<file path="src/design/modexp_pkg.sv">
package modexp_pkg;

   // Datapath widths: modulus, base and running value share MOD_WIDTH bits.
   localparam int MOD_WIDTH = 32;
   localparam int EXP_WIDTH = 32;
   localparam int FIELD_WIDTH = 32;
   localparam int MUL_CNT_WIDTH = $clog2(MOD_WIDTH);
   localparam int EXP_CNT_WIDTH = $clog2(EXP_WIDTH);

   // Configuration port: one 32-bit register, selected by the word address.
   localparam int CSR_ADDR_WIDTH = 3;
   localparam int CSR_DATA_WIDTH = 32;
   localparam logic CSR_INDEX_MODULUS = 1'b0;

   typedef struct packed {
      logic [FIELD_WIDTH-1:0] base_value;
      logic [FIELD_WIDTH-1:0] exponent;
   } req_payload_type;

   typedef struct packed {
      logic [FIELD_WIDTH-1:0] power_result;
      logic                   modulus_error;
   } rsp_payload_type;

   // Operation of the shared modular multiplier.
   typedef enum logic [1:0] {
      MODE_REDUCE = 2'd0,
      MODE_SQUARE = 2'd1,
      MODE_MULT   = 2'd2
   } mul_mode_type;

   typedef struct packed {
      logic         load;
      logic         mul_init;
      mul_mode_type init_mode;
      logic         mul_step;
      mul_mode_type step_mode;
      logic         exp_shift;
      logic         out_load;
   } modexp_cmd_type;

   typedef struct packed {
      logic special;
      logic exp_msb;
      logic exp_last;
      logic mul_last;
   } modexp_status_type;

endpackage

</file>
<file path="src/design/modexp_dp.sv">
module modexp_dp (
   input  logic                         clock,
   input  modexp_pkg::modexp_cmd_type    cmd,
   output modexp_pkg::modexp_status_type status,
   input  logic [modexp_pkg::FIELD_WIDTH-1:0] modulus,
   input  modexp_pkg::req_payload_type   req_payload,
   output modexp_pkg::rsp_payload_type   rsp_payload
);
   import modexp_pkg::*;

   logic [MOD_WIDTH-1:0]     mod_val;
   logic [MOD_WIDTH-1:0]     req_base;
   logic [EXP_WIDTH-1:0]     req_exp;
   logic [MOD_WIDTH-1:0]     base_ff, base_in;
   logic [MOD_WIDTH-1:0]     acc_ff, acc_in;
   logic [MOD_WIDTH-1:0]     part_ff, part_in;
   logic [MOD_WIDTH-1:0]     op_ff, op_in;
   logic [MUL_CNT_WIDTH-1:0] mul_cnt_ff, mul_cnt_in;
   logic [EXP_WIDTH-1:0]     exp_ff, exp_in;
   logic [EXP_CNT_WIDTH-1:0] exp_cnt_ff, exp_cnt_in;
   logic                     err_ff, err_in;
   logic                     one_ff, one_in;
   rsp_payload_type          rsp_ff, rsp_in;

   logic [MOD_WIDTH-1:0]     addend;
   logic                     op_bit;
   logic                     carry_bit;
   logic                     add_bit;
   logic [MOD_WIDTH:0]       dbl;
   logic [MOD_WIDTH-1:0]     dbl_red;
   logic [MOD_WIDTH:0]       sum;
   logic [MOD_WIDTH-1:0]     sum_red;
   logic [MOD_WIDTH-1:0]     part_next;
   logic                     mul_last;
   logic [MOD_WIDTH-1:0]     result_val;

   assign mod_val  = MOD_WIDTH'(modulus);
   assign req_base = MOD_WIDTH'(req_payload.base_value);
   assign req_exp  = EXP_WIDTH'(req_payload.exponent);

   // One multiplier step: double with an optional shifted-in bit, then add.
   // Both partial values stay below the modulus, so one subtract reduces each.
   // The bits come from op_ff and the addend is always the running value, so a
   // multiply by the base shifts the base out and adds the freshly squared value.
   always_comb begin
      addend    = acc_ff;
      op_bit    = op_ff[MOD_WIDTH-1];
      carry_bit = (cmd.step_mode == MODE_REDUCE) ? op_bit : 1'b0;
      add_bit   = (cmd.step_mode == MODE_REDUCE) ? 1'b0 : op_bit;
      dbl       = {part_ff, carry_bit};
      dbl_red   = (dbl >= {1'b0, mod_val}) ? MOD_WIDTH'(dbl - {1'b0, mod_val})
                                           : MOD_WIDTH'(dbl);
      sum       = {1'b0, dbl_red} + {1'b0, addend};
      sum_red   = (sum >= {1'b0, mod_val}) ? MOD_WIDTH'(sum - {1'b0, mod_val})
                                           : MOD_WIDTH'(sum);
      part_next = add_bit ? sum_red : dbl_red;
   end

   assign mul_last = (mul_cnt_ff == MUL_CNT_WIDTH'(MOD_WIDTH - 1));

   assign status.special  = (mod_val == '0) || (req_exp == '0);
   assign status.exp_msb  = exp_ff[EXP_WIDTH-1];
   assign status.exp_last = (exp_cnt_ff == '0);
   assign status.mul_last = mul_last;

   // Result selection for the output register.
   assign result_val = err_ff ? '0 : (one_ff ? MOD_WIDTH'(1) : acc_ff);

   // Next-state logic for the working registers.
   always_comb begin
      base_in    = base_ff;
      acc_in     = acc_ff;
      part_in    = part_ff;
      op_in      = op_ff;
      mul_cnt_in = mul_cnt_ff;
      exp_in     = exp_ff;
      exp_cnt_in = exp_cnt_ff;
      err_in     = err_ff;
      one_in     = one_ff;
      rsp_in     = rsp_ff;

      if (cmd.load) begin
         op_in      = req_base;
         part_in    = '0;
         mul_cnt_in = '0;
         exp_in     = req_exp;
         exp_cnt_in = EXP_CNT_WIDTH'(EXP_WIDTH - 1);
         err_in     = (mod_val == '0);
         one_in     = (req_exp == '0);
      end

      if (cmd.mul_step) begin
         part_in    = part_next;
         op_in      = {op_ff[MOD_WIDTH-2:0], 1'b0};
         mul_cnt_in = mul_cnt_ff + 1'b1;
         if (mul_last) begin
            acc_in = part_next;
            if (cmd.step_mode == MODE_REDUCE) begin
               base_in = part_next;
            end
         end
      end

      // A new multiplication may start in the cycle the previous one ends.
      if (cmd.mul_init) begin
         part_in    = '0;
         mul_cnt_in = '0;
         op_in      = (cmd.init_mode == MODE_MULT) ? base_ff : acc_ff;
      end

      if (cmd.exp_shift) begin
         exp_in     = {exp_ff[EXP_WIDTH-2:0], 1'b0};
         exp_cnt_in = exp_cnt_ff - 1'b1;
      end

      if (cmd.out_load) begin
         rsp_in.power_result  = FIELD_WIDTH'(result_val);
         rsp_in.modulus_error = err_ff;
      end
   end

   always_ff @(posedge clock) begin
      base_ff    <= base_in;
      acc_ff     <= acc_in;
      part_ff    <= part_in;
      op_ff      <= op_in;
      mul_cnt_ff <= mul_cnt_in;
      exp_ff     <= exp_in;
      exp_cnt_ff <= exp_cnt_in;
      err_ff     <= err_in;
      one_ff     <= one_in;
      rsp_ff     <= rsp_in;
   end

   assign rsp_payload = rsp_ff;

endmodule

</file>
<file path="src/design/modexp_ctrl.sv">
module modexp_ctrl (
   input  logic                          clock,
   input  logic                          reset,
   input  logic                          req_valid,
   output logic                          req_stall,
   output logic                          rsp_valid,
   input  logic                          rsp_stall,
   input  modexp_pkg::modexp_status_type status,
   output modexp_pkg::modexp_cmd_type    cmd
);
   import modexp_pkg::*;

   typedef enum logic [6:0] {
      ST_IDLE   = 7'b0000001,
      ST_REDUCE = 7'b0000010,
      ST_NORM   = 7'b0000100,
      ST_NEXT   = 7'b0001000,
      ST_SQUARE = 7'b0010000,
      ST_MULT   = 7'b0100000,
      ST_FINISH = 7'b1000000
   } state_type;

   state_type state_ff, state_in;
   logic      rsp_valid_ff, rsp_valid_in;

   // Sequencing of reduce, normalize, square and multiply phases.
   always_comb begin
      state_in     = state_ff;
      rsp_valid_in = rsp_valid_ff;
      cmd          = '0;
      cmd.init_mode = MODE_SQUARE;
      cmd.step_mode = MODE_SQUARE;

      if (rsp_valid_ff && !rsp_stall) begin
         rsp_valid_in = 1'b0;
      end

      unique case (state_ff)
         ST_IDLE: begin
            if (req_valid) begin
               cmd.load = 1'b1;
               state_in = status.special ? ST_FINISH : ST_REDUCE;
            end
         end
         ST_REDUCE: begin
            cmd.mul_step  = 1'b1;
            cmd.step_mode = MODE_REDUCE;
            if (status.mul_last) begin
               state_in = ST_NORM;
            end
         end
         ST_NORM: begin
            // Skip leading zero bits of the exponent.
            if (status.exp_msb) begin
               state_in = ST_NEXT;
            end else begin
               cmd.exp_shift = 1'b1;
            end
         end
         ST_NEXT: begin
            if (status.exp_last) begin
               state_in = ST_FINISH;
            end else begin
               cmd.exp_shift = 1'b1;
               cmd.mul_init  = 1'b1;
               cmd.init_mode = MODE_SQUARE;
               state_in      = ST_SQUARE;
            end
         end
         ST_SQUARE: begin
            cmd.mul_step  = 1'b1;
            cmd.step_mode = MODE_SQUARE;
            if (status.mul_last) begin
               if (status.exp_msb) begin
                  cmd.mul_init  = 1'b1;
                  cmd.init_mode = MODE_MULT;
                  state_in      = ST_MULT;
               end else begin
                  state_in = ST_NEXT;
               end
            end
         end
         ST_MULT: begin
            cmd.mul_step  = 1'b1;
            cmd.step_mode = MODE_MULT;
            if (status.mul_last) begin
               state_in = ST_NEXT;
            end
         end
         ST_FINISH: begin
            // Load the output register once the previous result has left.
            if (!rsp_valid_ff || !rsp_stall) begin
               cmd.out_load = 1'b1;
               rsp_valid_in = 1'b1;
               state_in     = ST_IDLE;
            end
         end
         default: begin
            state_in = ST_IDLE;
         end
      endcase
   end

   always_ff @(posedge clock) begin
      if (reset) begin
         state_ff     <= ST_IDLE;
         rsp_valid_ff <= 1'b0;
      end else begin
         state_ff     <= state_in;
         rsp_valid_ff <= rsp_valid_in;
      end
   end

   assign req_stall = (state_ff != ST_IDLE);
   assign rsp_valid = rsp_valid_ff;

endmodule

</file>
<file path="src/design/modular_exponentiation.sv">
// A zero modulus or zero exponent goes straight to the result. Otherwise the base is reduced and
// leading zero exponent bits are skipped; each lower bit needs a square and, if set, a multiply.
// Each modular multiplication steps through its operand one bit per cycle.
// Requests are handled one at a time; the next is accepted as the result is presented.
// Reset (synchronous, active high) clears the sequencer and output valid, and sets modulus to 1.
module modular_exponentiation (
   input  logic                                  clock,
   input  logic                                  reset,
   input  logic                                  req_valid,
   output logic                                  req_stall,
   input  modexp_pkg::req_payload_type           req_payload,
   output logic                                  rsp_valid,
   input  logic                                  rsp_stall,
   output modexp_pkg::rsp_payload_type           rsp_payload,
   input  logic                                  csr_psel,
   input  logic                                  csr_penable,
   input  logic                                  csr_pwrite,
   input  logic [modexp_pkg::CSR_ADDR_WIDTH-1:0] csr_paddr,
   input  logic [modexp_pkg::CSR_DATA_WIDTH-1:0] csr_pwdata,
   output logic [modexp_pkg::CSR_DATA_WIDTH-1:0] csr_prdata,
   output logic                                  csr_pready
);
   import modexp_pkg::*;

   logic [FIELD_WIDTH-1:0] modulus_ff, modulus_in;
   logic                   csr_hit;
   modexp_cmd_type         cmd;
   modexp_status_type      status;

   // Register file: the modulus sits at word address zero.
   assign csr_hit    = (csr_paddr[CSR_ADDR_WIDTH-1] == CSR_INDEX_MODULUS);
   assign csr_pready = 1'b1;
   assign csr_prdata = csr_hit ? CSR_DATA_WIDTH'(modulus_ff) : '0;

   always_comb begin
      modulus_in = modulus_ff;
      if (csr_psel && csr_penable && csr_pwrite && csr_pready && csr_hit) begin
         modulus_in = FIELD_WIDTH'(csr_pwdata);
      end
   end

   always_ff @(posedge clock) begin
      if (reset) begin
         modulus_ff <= FIELD_WIDTH'(1);
      end else begin
         modulus_ff <= modulus_in;
      end
   end

   modexp_ctrl u_ctrl (
      .clock     (clock),
      .reset     (reset),
      .req_valid (req_valid),
      .req_stall (req_stall),
      .rsp_valid (rsp_valid),
      .rsp_stall (rsp_stall),
      .status    (status),
      .cmd       (cmd)
   );

   modexp_dp u_dp (
      .clock       (clock),
      .cmd         (cmd),
      .status      (status),
      .modulus     (modulus_ff),
      .req_payload (req_payload),
      .rsp_payload (rsp_payload)
   );

endmodule

</file>
<file path="config.mk">
export PLATFORM = sky130hd
export DESIGN_NAME = modular_exponentiation
export DESIGN_NICKNAME = d
export VERILOG_FILES = /design/src/design/modexp_pkg.sv /design/src/design/modexp_dp.sv /design/src/design/modexp_ctrl.sv /design/src/design/modular_exponentiation.sv
export SDC_FILE = /design/constraint.sdc
export NUM_CORES = 1
export LEC_CHECK = 0
export ABC_AREA = 1
export BUFFER_PORTS_ARGS = -buffer_cell sky130_fd_sc_hd__buf_2
export CELL_PAD_IN_SITES_DETAIL_PLACEMENT = 1
export CELL_PAD_IN_SITES_GLOBAL_PLACEMENT = 1
export CORE_MARGIN = 1
export CORE_UTILIZATION = 45
export CTS_BUF_LIST = sky130_fd_sc_hd__clkbuf_8
export CTS_CLUSTER_DIAMETER = 40
export DETAILED_ROUTE_END_ITERATION = 6
export HOLD_SLACK_MARGIN = 0.1
export PLACE_DENSITY = 0.87
export SETUP_SLACK_MARGIN = 0.02
export SYNTH_ARGS = -nofsm -noshare
export SYNTH_HDL_FRONTEND = slang
export SYNTH_SLANG_ARGS = --single-unit
</file>
<file path="constraint.sdc">
create_clock -name clock -period 6.5 [get_ports clock]
set_input_delay 0.65 -clock clock [delete_from_list [all_inputs] [get_ports clock]]
set_output_delay 0.65 -clock clock [all_outputs]
set_load 0.005 [all_outputs]
</file>
==> out/metrics.yaml, run 1 <==
floorplanning:
  io_pins: 174
  initial_core_util: 0.460
  die_height_um: 204
  rows: 73
  die_w_um: 204
placement:
  dp_hpwl_um: 67000
  placed_cells: 3651
  port_buffers: 170
  pre_cts_ws_ns: -0.421
  gp_congestion: 0.977
  placed_cell_area_um2: 21700
cts:
  root_buffer: "clkbuf_8"
  clock_path_buffers: 3
  clkSinkCount: 245
  h-tree-depth: 2
  ctsHoldBuffers: 0
  cts-buffers-inserted: 49
global_routing:
  gr-usage-all-layers: 0.771
  grt_start_max_net_pins: 68
  gr-total-overflow: 32
  antenna_found_initial: 27
logic_synthesis:
  ys_dominant_reg_cell: "edfxtp_1"
  yosys_warnings: 0
  synth_cells: 2759
  synthArstFlopShare: 0
  syn_area_per_cell_um2: 6.67
  yosysSeqAreaShare: 0.357
  synth_cell_types: 41
  synth_fp_nets: 2967
  synth_top_area_frac: 0.272
  synthTopCellsByArea: "edfxtp_1 (27%), nand2_1 (19%), inv_1 (9.2%)"
  ys_ff_latch: 245
  synth_top_area_cell: "edfxtp_1"
  synth_area_um2: 18400
  synth_edf_count: 167
status:
  stop_stage: "5_1_grt"
  first-error: "[ERROR GRT-0232] Routing congestion too high. Check the congestion heatmap in the GUI."
  status: "stopped before the end"
sta:
  grt_repair_worst_endpoint: "u_dp.base_ff[12]$_DFFE_PP_/D"
  worstEpCategory: "register input"
[per-stage QoR]
stage	hold WS (ns)	TNS [ns]
after floorplan	0.439	0
after global placement	0.450	-2.20
after detailed placement	0.482	-27.59
after CTS	0.201	0
[synth_stat cells, types with 2 or more instances]
master    instances
inv_2             3
nor2_2            2
fa_1              3
buf_1             4
inv_1           452
xor2_1           40
a22oi_1          31
nor3_1           22
clkbuf_1         45
nor4_1            9
nor2_1          231
nand2_1         929
or2_2             4
nand4_1          28
edfxtp_1        167
a22o_1            2
a211oi_1          2
a21o_1            2
o21bai_1         12
a31oi_1           2
xnor2_1          13
nand3b_1         12
ha_1             99
o21ai_0          65
dfxtp_1          78
and2_1           42
o22ai_1          32
buf_2            25
nand3_1         245
a21oi_1         147
[cells by family after synthesis]
group | share of synthesized area
fa+ha+maj | 0.0705
other cells | 0.000204
xor+xnor | 0.0252
compound gates | 0.0904
flops | 0.357
buf+inv | 0.110
simple gates | 0.346
[layer usage]
metal,GRT usage,overflow
met3,0.649,2
met2,0.923,9
met4,0.760,18
met1,0.753,3
met5,0.445,0
[repair_timing]
action / CTS
resized for setup: 71
endpoints found under the hold margin: 0
pin swaps: 8
buffers inserted: 30
endpoints found under the setup margin: 96
==> run 2, diff against run 1 <==
==> config.mk (replaced) <==
export PLATFORM = sky130hd
export DESIGN_NAME = modular_exponentiation
export DESIGN_NICKNAME = d
export VERILOG_FILES = /design/src/design/modexp_pkg.sv /design/src/design/modexp_dp.sv /design/src/design/modexp_ctrl.sv /design/src/design/modular_exponentiation.sv
export SDC_FILE = /design/constraint.sdc
export NUM_CORES = 1
export LEC_CHECK = 0
export ABC_AREA = 1
export BUFFER_PORTS_ARGS = -buffer_cell sky130_fd_sc_hd__buf_2
export CORE_MARGIN = 1
export CORE_UTILIZATION = 40
export DETAILED_ROUTE_END_ITERATION = 6
export PLACE_DENSITY_LB_ADDON = 0.15
export SYNTH_ARGS = -nofsm -noshare
export SYNTH_HDL_FRONTEND = slang
export SYNTH_SLANG_ARGS = --single-unit
==> out/metrics.yaml, run 2 <==
sta:
  holdWs_ns: 0.270
  finalMaxSlewViolations: 0
  max_slew.worst_pin.slew_ns: 1.12
  relSlewSlack: 0.254
  rsz0062_at_grt: "yes"
  period_share: 0.959
  hold_viol: 0
  period_minus_slack_ns: 6.23
  maxClockFrequency_ghz: 0.160
  setup_viol: 0
  finalWorstSetupSlack_ns: 0.269
  fin_skew_ns: 0.0349
min_path:
  min-delay-start: "csr_pwdata[0]"
  min_to: "modulus_ff[0]"
  hold_depth: 3
  holdCritPathClass: "in -> reg"
setup_path:
  cp_common_cell: "nand2_1"
  required_ns: 6.80
  endpoint_kind: "flop"
  cp_slowest_cell: "dfxtp_1"
  reg2reg_slack_ns: 0.27
  r2r-start: "u_ctrl.state_ff[5]"
  reg2reg_to: "u_dp.base_ff[21]"
  path_max_fanout: 4
  crit_type: "reg -> reg"
  arrival_ns: 6.53
  startpoint_type: "flop"
  critPathMaxStageDelay_ns: 0.41
  worst-r2r-cell-count: 38
cts:
  cts_tree: "done"
  root_buffer: "clkbuf_16"
  path_clk_slew_ns: 0.06
  h-tree-depth: 1  # -1
  cts-buffers-inserted: 29  # -41%
  clock_path_buffers: 3  # unchanged
  ctsHoldBuffers: 0  # unchanged
  clock_latency_ns: 0.61
  clkSinkCount: 245  # unchanged
logic_synthesis:
  yosysSeqAreaShare: 0.357  # unchanged
  synth.most_common_cell: "nand2_1"
  ys_ff_latch: 245  # unchanged
  synth_cell_types: 41  # unchanged
  syn_area_per_cell_um2: 6.67  # unchanged
  synth_top_area_cell: "edfxtp_1"
  yosys_warnings: 0  # unchanged
  synthTopCellsByArea: "edfxtp_1 (27%), nand2_1 (19%), inv_1 (9.2%)"
  synth_edf_count: 167  # unchanged
  synthArstFlopShare: 0  # unchanged
  synthTopCellsByCount: "nand2_1 (929), inv_1 (452), nand3_1 (245)"
  synth_cells: 2759  # unchanged
  ys_dominant_reg_cell: "edfxtp_1"
  synth_top_area_frac: 0.272  # unchanged
  synth_fp_nets: 2967  # unchanged
  synth_area_um2: 18400  # unchanged
drt:
  via_count: 19300
  first_pass_iters: 6
  remaining_drc_errors: 0
  routed_wl_um: 68600
  viasPerCell: 5.08
  avgRoutedWirePerCell_um: 18.0
  ant_nets: 0
  drt_iter0_drc: 1415
placement:
  gp_congestion: 0.986  # +0.89%
  placed_cell_area_um2: 22000  # +1.2%
  pre_cts_ws_ns: -0.0383  # +0.382 ns
  dp_hpwl_um: 56400  # -16%
  port_buffers: 170  # unchanged
floorplanning:
  die_area_um2: 46900
  initial_core_util: 0.406  # -0.0545
  die_w_um: 217  # +6.0%
  core-area_um2: 45400
  io_pins: 174  # unchanged
  rows: 78  # +6.8%
  die_height_um: 217  # +6.0%
finish:
  design_area_um2: 23500
  finalCoreUtilization: 0.517
  largest_reg_flops: 33
  n_fill_cell: 4604
  final_common_cell: "nand2_1"
  layout-drive-gt1-share: 0.191
  fin_nets: 3390
  antenna_cells: 0
  final_cell_mix: "nand2_1 (898), inv_1 (451), buf_4 (289)"
  area_growth_pct: 27.4
global_routing:
  grt_pass1_wl_um: 105000
  gr-total-overflow: 0
  gr-usage-all-layers: 0.289
  antenna_found_initial: 1
  grt_pass1_vias: 18700
  grt_start_max_net_pins: 63
status:
  status: "finished clean"
job:
  maxCapViolCount: 0
-- run 2: cell families (layout without fill, tap and decap cells) --
group	Yosys count	after routing	share of synthesized area
xor+xnor	53	53	0.0252
simple gates	1529	1529	0.346
flops	245	245	0.357
buf+inv	531	977	0.110
other cells	1	1	0.000204
fa+ha+maj	102	102	0.0705
compound gates	298	298	0.0904
-- run 2: cell type report --
class,count,area (µm²),share of cell area
multi-input cells,1983,10200,0.435
flip-flops and latches,245,6580,0.280
repair buffers,467,3170,0.135
inverters,456,1710,0.0730
clock buffers,34,764,0.0326
well taps,600,751,0.0320
clock inverters,20,282,0.0120
-- run 2: how the worst max path moves through the flow --
stage	startpoint	end	slack, ns	cells past startpoint
detailed placement	u_ctrl.state_ff[6]	u_dp.base_ff[21]	-0.04	40
global route	u_ctrl.state_ff[5]	u_dp.base_ff[27]	-0.02	42
global placement	u_ctrl.state_ff[6]	u_dp.base_ff[24]	-0.003	40
floorplan	u_ctrl.state_ff[6]	u_dp.acc_ff[20]	1.07	38
finish	u_ctrl.state_ff[5]	u_dp.base_ff[21]	0.27	38
CTS	u_dp.op_ff[31]	u_dp.acc_ff[19]	0.07	38
-- run 2: worst max-delay path: cells and delay by family, from the launching register on --
kind / cells / cell delay, ns
and+or+nand+nor: 24 / 2.94
DFF: 1 / 0.41
xor gates and xnor gates: 2 / 0.27
adders and majority gates: 4 / 1.24
buffers and inverters: 8 / 1.10
-- run 2: timing repair --
action	4_1_cts	5_1_grt
pin swaps	1	5
gates cloned	0	1
setup endpoints to repair	58	96
gates resized for setup	1	83
setup buffers	1	2
-- run 2: routing by layer --
| metal | up-vias | wire (µm) | global-route usage |
|---|---|---|---|
| met5 | - | 0 | 0 |
| met4 | 0 | 2020 | 0.0805 |
| met3 | 92 | 3340 | 0.0295 |
| met2 | 523 | 31800 | 0.487 |
| met1 | 9018 | 31400 | 0.392 |
| li1 | 9686 | - | - |
-- run 2: metrics by stage --
step	TNS [ns]	std cells
floorplan	0	2759
global placement	-0.0167	3747
detailed placement	-0.737	3747
CTS	0	3802
finish	0	3805
global route	-0.0870	3805
Power of run 2 is not shown: default switching activity piles up to over one toggle a cycle in this logic, so the estimate is an artifact.
